**config.mk**
```make
export PLATFORM = sky130hd
export DESIGN_NAME = acmac_front
export DESIGN_NICKNAME = d
export VERILOG_FILES = /design/src/rtl/core/acmac_pkg.sv /design/src/rtl/core/acmac_front.sv
export SDC_FILE = /design/constraint.sdc
export NUM_CORES = 1
export LEC_CHECK = 0
export ABC_CLOCK_PERIOD_IN_PS = 1900
export BUFFER_PORTS_ARGS = -buffer_cell sky130_fd_sc_hd__buf_2
export CORE_MARGIN = 10
export CORE_UTILIZATION = 30
export CTS_CLUSTER_SIZE = 12
export DETAILED_ROUTE_END_ITERATION = 8
export PLACE_DENSITY_LB_ADDON = 0.15
export SETUP_SLACK_MARGIN = 0.02
export SYNTH_ARGS = -nofsm -noshare
export SYNTH_HDL_FRONTEND = slang
export SYNTH_SLANG_ARGS = --single-unit
```
**constraint.sdc**
```tcl
create_clock -name aclk -period 1.9 [get_ports aclk]
set_input_delay 0.38 -clock aclk [delete_from_list [all_inputs] [get_ports aclk]]
set_output_delay 0.38 -clock aclk [all_outputs]
set_load 0.05 [all_outputs]
```
**src/rtl/core/acmac_pkg.sv**
```systemverilog
`default_nettype none
package acmac_pkg;

    localparam logic [7:0] RB_CONST = 8'h87;
    localparam logic [7:0] PAD_BYTE = 8'h80;
    localparam logic [4:0] BLOCK_BYTES = 5'd16;

    localparam logic [3:0] ADDR_KEY_HIGH = 4'd0;
    localparam logic [3:0] ADDR_KEY_LOW  = 4'd8;

    // word queued from front to back
    typedef struct packed {
        logic [7:0] data_byte;
        logic       has_byte;
        logic       end_of_message;
    } acmac_item_t;

    typedef struct packed {
        logic key_changed;
    } acmac_ctrl_t;

    function automatic logic [7:0] sbox(input logic [7:0] x);
        logic [7:0] t [256];
        t = '{
        8'h63,8'h7c,8'h77,8'h7b,8'hf2,8'h6b,8'h6f,8'hc5,8'h30,8'h01,8'h67,8'h2b,8'hfe,8'hd7,8'hab,8'h76,
        8'hca,8'h82,8'hc9,8'h7d,8'hfa,8'h59,8'h47,8'hf0,8'had,8'hd4,8'ha2,8'haf,8'h9c,8'ha4,8'h72,8'hc0,
        8'hb7,8'hfd,8'h93,8'h26,8'h36,8'h3f,8'hf7,8'hcc,8'h34,8'ha5,8'he5,8'hf1,8'h71,8'hd8,8'h31,8'h15,
        8'h04,8'hc7,8'h23,8'hc3,8'h18,8'h96,8'h05,8'h9a,8'h07,8'h12,8'h80,8'he2,8'heb,8'h27,8'hb2,8'h75,
        8'h09,8'h83,8'h2c,8'h1a,8'h1b,8'h6e,8'h5a,8'ha0,8'h52,8'h3b,8'hd6,8'hb3,8'h29,8'he3,8'h2f,8'h84,
        8'h53,8'hd1,8'h00,8'hed,8'h20,8'hfc,8'hb1,8'h5b,8'h6a,8'hcb,8'hbe,8'h39,8'h4a,8'h4c,8'h58,8'hcf,
        8'hd0,8'hef,8'haa,8'hfb,8'h43,8'h4d,8'h33,8'h85,8'h45,8'hf9,8'h02,8'h7f,8'h50,8'h3c,8'h9f,8'ha8,
        8'h51,8'ha3,8'h40,8'h8f,8'h92,8'h9d,8'h38,8'hf5,8'hbc,8'hb6,8'hda,8'h21,8'h10,8'hff,8'hf3,8'hd2,
        8'hcd,8'h0c,8'h13,8'hec,8'h5f,8'h97,8'h44,8'h17,8'hc4,8'ha7,8'h7e,8'h3d,8'h64,8'h5d,8'h19,8'h73,
        8'h60,8'h81,8'h4f,8'hdc,8'h22,8'h2a,8'h90,8'h88,8'h46,8'hee,8'hb8,8'h14,8'hde,8'h5e,8'h0b,8'hdb,
        8'he0,8'h32,8'h3a,8'h0a,8'h49,8'h06,8'h24,8'h5c,8'hc2,8'hd3,8'hac,8'h62,8'h91,8'h95,8'he4,8'h79,
        8'he7,8'hc8,8'h37,8'h6d,8'h8d,8'hd5,8'h4e,8'ha9,8'h6c,8'h56,8'hf4,8'hea,8'h65,8'h7a,8'hae,8'h08,
        8'hba,8'h78,8'h25,8'h2e,8'h1c,8'ha6,8'hb4,8'hc6,8'he8,8'hdd,8'h74,8'h1f,8'h4b,8'hbd,8'h8b,8'h8a,
        8'h70,8'h3e,8'hb5,8'h66,8'h48,8'h03,8'hf6,8'h0e,8'h61,8'h35,8'h57,8'hb9,8'h86,8'hc1,8'h1d,8'h9e,
        8'he1,8'hf8,8'h98,8'h11,8'h69,8'hd9,8'h8e,8'h94,8'h9b,8'h1e,8'h87,8'he9,8'hce,8'h55,8'h28,8'hdf,
        8'h8c,8'ha1,8'h89,8'h0d,8'hbf,8'he6,8'h42,8'h68,8'h41,8'h99,8'h2d,8'h0f,8'hb0,8'h54,8'hbb,8'h16};
        return t[x];
    endfunction

    function automatic logic [7:0] xtime(input logic [7:0] x);
        return {x[6:0], 1'b0} ^ (x[7] ? 8'h1b : 8'h00);
    endfunction

    // byte i of a 128-bit block, byte 0 most significant
    function automatic logic [7:0] blk_byte(input logic [127:0] b, input int i);
        return b[127 - 8*i -: 8];
    endfunction

    function automatic logic [127:0] round_fn(input logic [127:0] st, input logic [127:0] rk,
                                              input logic last);
        logic [7:0] s [16];
        logic [7:0] t [16];
        logic [7:0] o [16];
        logic [7:0] a0, a1, a2, a3, al;
        logic [127:0] r;
        for (int i = 0; i < 16; i++) s[i] = sbox(blk_byte(st, i));
        for (int c = 0; c < 4; c++)
            for (int j = 0; j < 4; j++) t[c*4+j] = s[((c + j) & 3)*4 + j];
        for (int c = 0; c < 4; c++) begin
            a0 = t[c*4]; a1 = t[c*4+1]; a2 = t[c*4+2]; a3 = t[c*4+3];
            al = a0 ^ a1 ^ a2 ^ a3;
            o[c*4]   = last ? a0 : a0 ^ al ^ xtime(a0 ^ a1);
            o[c*4+1] = last ? a1 : a1 ^ al ^ xtime(a1 ^ a2);
            o[c*4+2] = last ? a2 : a2 ^ al ^ xtime(a2 ^ a3);
            o[c*4+3] = last ? a3 : a3 ^ al ^ xtime(a3 ^ a0);
        end
        for (int i = 0; i < 16; i++) r[127 - 8*i -: 8] = o[i];
        return r ^ rk;
    endfunction

    function automatic logic [127:0] key_step(input logic [127:0] k, input logic [7:0] rc);
        logic [31:0] w0, w1, w2, w3, tw;
        w0 = k[127:96]; w1 = k[95:64]; w2 = k[63:32]; w3 = k[31:0];
        tw = {sbox(w3[23:16]) ^ rc, sbox(w3[15:8]), sbox(w3[7:0]), sbox(w3[31:24])};
        w0 = w0 ^ tw; w1 = w1 ^ w0; w2 = w2 ^ w1; w3 = w3 ^ w2;
        return {w0, w1, w2, w3};
    endfunction

    function automatic logic [127:0] dbl(input logic [127:0] x);
        return {x[126:0], 1'b0} ^ {120'd0, x[127] ? RB_CONST : 8'h00};
    endfunction

endpackage
`default_nettype wire

```
**src/rtl/core/acmac_front.sv**
```systemverilog
`default_nettype none
module acmac_front
    import acmac_pkg::*;
(
    input  wire logic        aclk,
    input  wire logic        aresetn,
    input  wire logic        s_tvalid,
    output logic             s_tready,
    input  wire logic [7:0]  s_tdata,
    input  wire logic        s_tuser,
    input  wire logic        s_tlast,
    output logic             q_valid,
    input  wire logic        q_pop,
    output acmac_item_t      q_item
);
    // two-entry queue; idle items (no byte, no end) are dropped here
    acmac_item_t mem_reg [2];
    logic        wp_reg, rp_reg;
    logic [1:0]  cnt_reg;
    logic        push;

    assign s_tready = cnt_reg != 2'd2;
    assign push = s_tvalid && s_tready && (s_tuser || s_tlast);
    assign q_valid = cnt_reg != 2'd0;
    assign q_item = mem_reg[rp_reg];

    always_ff @(posedge aclk) begin
        if (push) mem_reg[wp_reg] <= '{data_byte: s_tdata, has_byte: s_tuser,
                                       end_of_message: s_tlast};
        if (!aresetn) begin
            wp_reg <= 1'b0; rp_reg <= 1'b0; cnt_reg <= 2'd0;
        end else begin
            if (push) wp_reg <= ~wp_reg;
            if (q_pop && q_valid) rp_reg <= ~rp_reg;
            cnt_reg <= cnt_reg + {1'b0, push} - {1'b0, q_pop && q_valid};
        end
    end
endmodule
`default_nettype wire

```
==> results of run 1 <==
synthesized netlist by cell type:
cell type	number
nor2_1	2
mux2i_1	1
xnor2_1	3
nor2b_1	2
and2_1	2
o21a_2	1
o211ai_2	1
mux2_2	10
ha_1	2
or2_2	1
nand2b_2	1
nand2_1	2
buf_2	1
inv_1	2
dfxtp_1	5
edfxtp_1	20
metal layers:
metal / up-vias / share of wire, % / wire length, um
li1: 260 / - / -
met4: 0 / 2.3 / 37
met1: 240 / 45 / 737
met3: 4 / 6.3 / 103
met5: - / 0 / 0
met2: 17 / 46 / 761
through the flow:
| step | cells | area, um^2 | power, mW |
|---|---|---|---|
| 2_1_floorplan | 56 | 963.4 | 1.233 |
| 3_3_place_gp | 124 | 1139 | 1.364 |
| 3_5_place_dp | 124 | 1139 | 1.367 |
| 4_1_cts | 128 | 1166 | 1.601 |
| 5_1_grt | 128 | 1169 | 1.665 |
| 6_report | 128 | 1169 | 1.572 |
final cells by class:
class,count,area share (%)
Sequential cell,25,60.06
Multi-Input combinational cell,28,21.63
Timing Repair Buffer,25,10.71
Tap cell,44,4.711
Clock buffer,4,2.248
Inverter,2,0.6424
power by group through the flow:
stage | Clock, mW | Sequential (mW) | Combinational [mW]
after global placement | 0 | 0.748 | 0.617
after floorplan | 0 | 0.712 | 0.521
after detailed placement | 0 | 0.748 | 0.618
after global routing | 0.263 | 0.750 | 0.651
after CTS | 0.243 | 0.739 | 0.619
final | 0.232 | 0.734 | 0.606
worst max-delay path by stage:
stage | start | end | slack (ns) | cells past startpoint
after floorplan | cnt_reg[0]$_SDFF_PN0_ | cnt_reg[1]$_SDFF_PN0_ | 0.08 | 8
after global placement | s_tlast | mem_reg[0][7]$_DFFE_PP_ | 0.20 | 3
after detailed placement | s_tlast | mem_reg[0][6]$_DFFE_PP_ | 0.14 | 3
after CTS | flop | q_item[0] | 0.09 | 2
after global routing | flop | q_item[0] | 0.04 | 2
final | flop | q_item[0] | 0.14 | 2
cells by family after synthesis:
family	synth area share [%]
adders and majority gates	2.597
buffers and inverters	1.298
xor gates and xnor gates	2.728
AOI/OAI and AO/OA	2.208
DFF	72.73
and+or+nand+nor	5.715
muxes	12.73
repair_timing:
action | 4_1_cts | 5_1_grt
resized for setup | 1 | 1
endpoints found under the setup margin | 10 | 10
buffers inserted | 0 | 0
worst reg2reg max path, stage by stage, from the launching register on:
cell and delay (ns):
dfxtp_1 0.38, nand2b_2 0.14, o211ai_2 0.14, nor2_1 0.68
==> flow_summary.yaml, run 1 <==
grt:
  use_met2_pct: 8.685
  met3_usage_pct: 2.564
  use_met1_pct: 6.740
  busiest_layer: "met2"
  first_global_vias: 557
  grt.total_usage_pct: 5.885
  antenna_found_initial: 0
  grt_max_degree: 14
  grt-ovfl-total: 0
  grt_pass1_wl_um: 2656
layout:
  final_nets: 101
  multi_input_area_um2: 252.7
  final-seq-area_um2: 701.9
  num_antenna_cells: 0
  final_common_cell: "buf_2"
  fin_util_pct: 38.28
  fill_cells: 318
  largest_reg_flops: 20
  post_route_cells_drive_above_1_share_pct: 52.38
  areaGrowthSynthToFinish_pct: 21.30
  layout_common_cells: "25 x buf_2, 20 x edfxtp_1, 10 x mux2_2"
placed_design:
  gp_congestion: 0.6505
  pre_cts_slack_ns: 0.1382
  post-dp-hpwl_um: 1241
  port_buffers: 25
setup_path:
  r2r_slack_ns: 0.21
  crit_chain: "mux2_2 > buf_2"
  cp_top_family: "flip-flops"
  critPathArrivalTime_ns: 1.38
  crit-reg2reg-launch: "cnt_reg[0]$_SDFF_PN0_"
  critical_path.slowest_cell: "dfxtp_2"
  cp_data_required_time_ns: 1.52
  path_buf_inv: 1
  max_stage_delay_ns: 0.49
  cp-start-kind: "flop"
  cp_max_fo: 10
  worstSetupEndpointType: "primary output"
  regToRegEndpoint: "mem_reg[1][8]$_DFFE_PP_"
  path_class: "reg -> out"
  ff2ff_path_depth: 3
yosys:
  synthTopCellsByArea: "edfxtp_1 62%, mux2_2 12%, dfxtp_1 10%, xnor2_1 2.7%, ha_1 2.6%"
  synth_top_area_share_pct: 62.34
  synthCells: 56
  synth_nets: 72
  ys_seq_elements: 25
  synth-warning-count: 0
  synth_area_per_cell_um2: 17.20
  yosysUniqueCellTypes: 16
  ys_seq_area_share_pct: 72.73
  synth.cell_area_um2: 963.4
  synth.largest_area_cell: "edfxtp_1"
cts:
  root_buffer: "clkbuf_4"
  htreeDepth: 1
  cts_sinks: 25
  clock_latency_ns: 0.31
  cts_tree: "built"
  clk_pin_slew_worst_paths_ns: 0.13
  cts_hold_buf: 0
  cts_buffer_depth: 2
  cts_buffers: 3
die:
  dieArea_mm2: 0.005878
  fp.dieW_um: 76.67
  fp-row-count: 20
  ios: 26
  core_mm2: 0.003053
  dieHeight_um: 76.67
  initial_core_util_pct: 31.56
route:
  drtPass1Iterations: 4
  ant_nets: 0
  drt-initial-drc-count: 26
  viasPerCell: 4.070
  via_count: 521
  wl_um: 1640
  drc: 0
  drt-wirelength-per-cell_um: 12.81
pwr:
  internal-power_uw: 960.7
  leakage_nw: 0.4440
  combPwrFrac_pct: 38.5
  p_seq_share_pct: 46.7
  switchingPower_uw: 611.1
  p_clk_share_pct: 14.8
  p_per_area_mw_per_mm2: 1345
  ir_drop_uv: 458.4
  p_sw_share_pct: 38.88
timing:
  hold_ws_ns: 0.2441
  finClkSkew_ns: 0.006570
  max_clock_freq_ghz: 0.5668
  setup_viol: 0
  drv_slew: 0
  rsz0062_at_grt: "no"
  post-route-period-util_pct: 92.86
  finalHoldViolations: 0
  tightest_slew_ns: 0.8535
  min_period_ns: 1.764
  slew_headroom_pct: 42.89
  worst_slack_ns: 0.1357
  fin_setup_tns_ns: 0
run_status:
  status: "finished clean"
worst_hold_path:
  min_path_cells: 1
  worstHoldPathType: "in -> reg"
  whs_endpoint: "mem_reg[1][6]$_DFFE_PP_"
  min_from: "s_tdata[4]"
flow_run:
  drv_cap: 0
No activity file was read; power rests on OpenSTA's default activity.
==> run 2: changes to the inputs <==
--- a/config.mk
+++ b/config.mk
@@ -8,9 +8,10 @@
 export ABC_CLOCK_PERIOD_IN_PS = 1900
 export BUFFER_PORTS_ARGS = -buffer_cell sky130_fd_sc_hd__buf_2
 export CORE_MARGIN = 10
-export CORE_UTILIZATION = 30
+export CORE_UTILIZATION = 49
 export CTS_CLUSTER_SIZE = 12
 export DETAILED_ROUTE_END_ITERATION = 8
+export HOLD_SLACK_MARGIN = 0.15
 export PLACE_DENSITY_LB_ADDON = 0.15
 export SETUP_SLACK_MARGIN = 0.02
 export SYNTH_ARGS = -nofsm -noshare
==> flow_summary.yaml, run 2 (synthesis gave the netlist of run 1 again) <==
run_status:
  status: "finished clean"
setup_path:
  r2r_slack_ns: 0.23
  critical_path.slowest_cell: "dfxtp_2"
  cp-start-kind: "flop"
  cp_top_family: "flip-flops"
  cp_max_fo: 10
  worstSetupEndpointType: "primary output"
  regToRegEndpoint: "mem_reg[0][3]$_DFFE_PP_"
  crit_chain: "mux2_2 > buf_2"
  crit-reg2reg-launch: "cnt_reg[0]$_SDFF_PN0_"
  critPathArrivalTime_ns: 1.39
  cp_data_required_time_ns: 1.52
  ff2ff_path_depth: 3
  max_stage_delay_ns: 0.50
  path_buf_inv: 1
  path_class: "reg -> out"
pwr:
  ir_drop_uv: 665.1
  p_per_area_mw_per_mm2: 1363
  leakage_nw: 0.4468
cts:
  root_buffer: "clkbuf_4"
  cts_tree: "built"
  cts_setup_buffers: 0
  clk_pin_slew_worst_paths_ns: 0.12
  clock_latency_ns: 0.30
  cts_buffers: 3
  cts_sinks: 25
  cts_buffer_depth: 2
  cts_hold_buf: 0
  htreeDepth: 1
route:
  drt-wirelength-per-cell_um: 13.52
  drt-initial-drc-count: 13
  wl_um: 1474
  drtPass1Iterations: 2
  via_count: 519
  viasPerCell: 4.761
  drc: 0
  ant_nets: 0
die:
  initial_core_util_pct: 53.47
  ios: 26
  fp-row-count: 15
  core_mm2: 0.001802
  dieArea_mm2: 0.004140
  fp.dieW_um: 64.34
  dieHeight_um: 64.34
timing:
  finClkSkew_ns: 0.001775
  drv_slew: 0
  max_clock_freq_ghz: 0.5663
  setup_viol: 0
  slew_headroom_pct: 44.23
  rsz0062_at_grt: "no"
  post-route-period-util_pct: 92.94
  fin_setup_tns_ns: 0
  tightest_slew_ns: 0.8334
  min_period_ns: 1.766
  finalHoldViolations: 0
  hold_ws_ns: 0.2560
worst_hold_path:
  whs_endpoint: "mem_reg[1][8]$_DFFE_PP_"
  min_path_cells: 1
  worstHoldPathType: "in -> reg"
  min_from: "s_tdata[6]"
layout:
  final_nets: 101
  largest_reg_flops: 20
  num_antenna_cells: 0
  layout_common_cells: "25 x buf_2, 20 x edfxtp_1, 10 x mux2_2"
  final_common_cell: "buf_2"
  fill_cells: 155
  final_area_mm2: 0.001144
  post_route_cells_drive_above_1_share_pct: 52.38
  areaGrowthSynthToFinish_pct: 18.70
flow_run:
  drv_cap: 0
placed_design:
  gp_congestion: 0.7200
  placed_area_mm2: 0.001115
  port_buffers: 25
  post-dp-hpwl_um: 1125
grt:
  grt_pass1_wl_um: 2332
  grt.total_usage_pct: 7.282
  first_global_vias: 529
  antenna_found_initial: 0
  grt_max_degree: 15
  grt-ovfl-total: 0
[run 2: cell count changes in the layout (fill, tap and decap cells not counted)]
cell      delta
clkinv_2     +1
nor2_2       -1
clkbuf_1     -1
nor2_1       +1
[run 2: report_power, final]
part | switching (mW) | internal, mW | leakage [nW]
Sequential | 0.0565 | 0.677 | 0.227
Combinational | 0.403 | 0.201 | 0.202
Clock | 0.143 | 0.0784 | 0.0177
[run 2: layout make-up]
type | instances | area, um^2 | share of cell area (%)
flip-flops and latches | 25 | 701.9 | 61.38
multi-input cells | 28 | 250.2 | 21.88
repair buffers | 25 | 125.1 | 10.94
well taps | 25 | 31.28 | 2.735
clock buffers | 3 | 22.52 | 1.969
inverters | 2 | 7.507 | 0.6565
clock inverters | 1 | 5.005 | 0.4376
[run 2: repair_timing]
action | 4_1_cts | 5_1_grt
setup endpoints to repair | 10 | 0
resized for setup | 1 | 0
endpoints found under the hold margin | 0 | 0
[run 2: how the worst max path moves through the flow]
stage | startpoint | end | slack (ns) | depth (start not counted)
2_1_floorplan | cnt_reg[0]$_SDFF_PN0_ | cnt_reg[1]$_SDFF_PN0_ | 0.08 | 8
3_5_place_dp | s_tlast | mem_reg[0][7]$_DFFE_PP_ | 0.18 | 3
5_1_grt | cnt_reg[0]$_SDFF_PN0_ | mem_reg[0][9]$_DFFE_PP_ | 0.05 | 3
4_1_cts | flop | q_item[2] | 0.11 | 2
6_report | flop | q_item[2] | 0.13 | 2
3_3_place_gp | s_tlast | cnt_reg[1]$_SDFF_PN0_ | 0.24 | 8
[run 2: through the flow]
| step | setup slack (ns) | cells | utilization, % | power, mW |
|---|---|---|---|---|
| 2_1_floorplan | 0.08382 | 56 | - | 1.233 |
| 3_3_place_gp | 0.2354 | 105 | 61.88 | 1.349 |
| 3_5_place_dp | 0.1845 | 105 | 61.88 | 1.359 |
| 4_1_cts | 0.1115 | 109 | 63.47 | 1.580 |
| 5_1_grt | 0.04820 | 109 | 63.47 | 1.647 |
| 6_report | 0.1341 | 109 | 63.47 | 1.559 |
[run 2: worst register-to-register path, delay by kind of cell (launching register included)]
family	cells	cell delay, ns
AND/OR/NAND/NOR	2	0.81
flip-flops	1	0.38
AO/OA/AOI/OAI	1	0.13
[run 2: routing by layer]
metal,global-route usage (%),part of all wire (%),up-vias
met5,0,0,-
met4,3.209,0.81,0
met3,4.355,9.1,2
met2,12.19,50,15
met1,7.077,40,236
li1,-,-,266
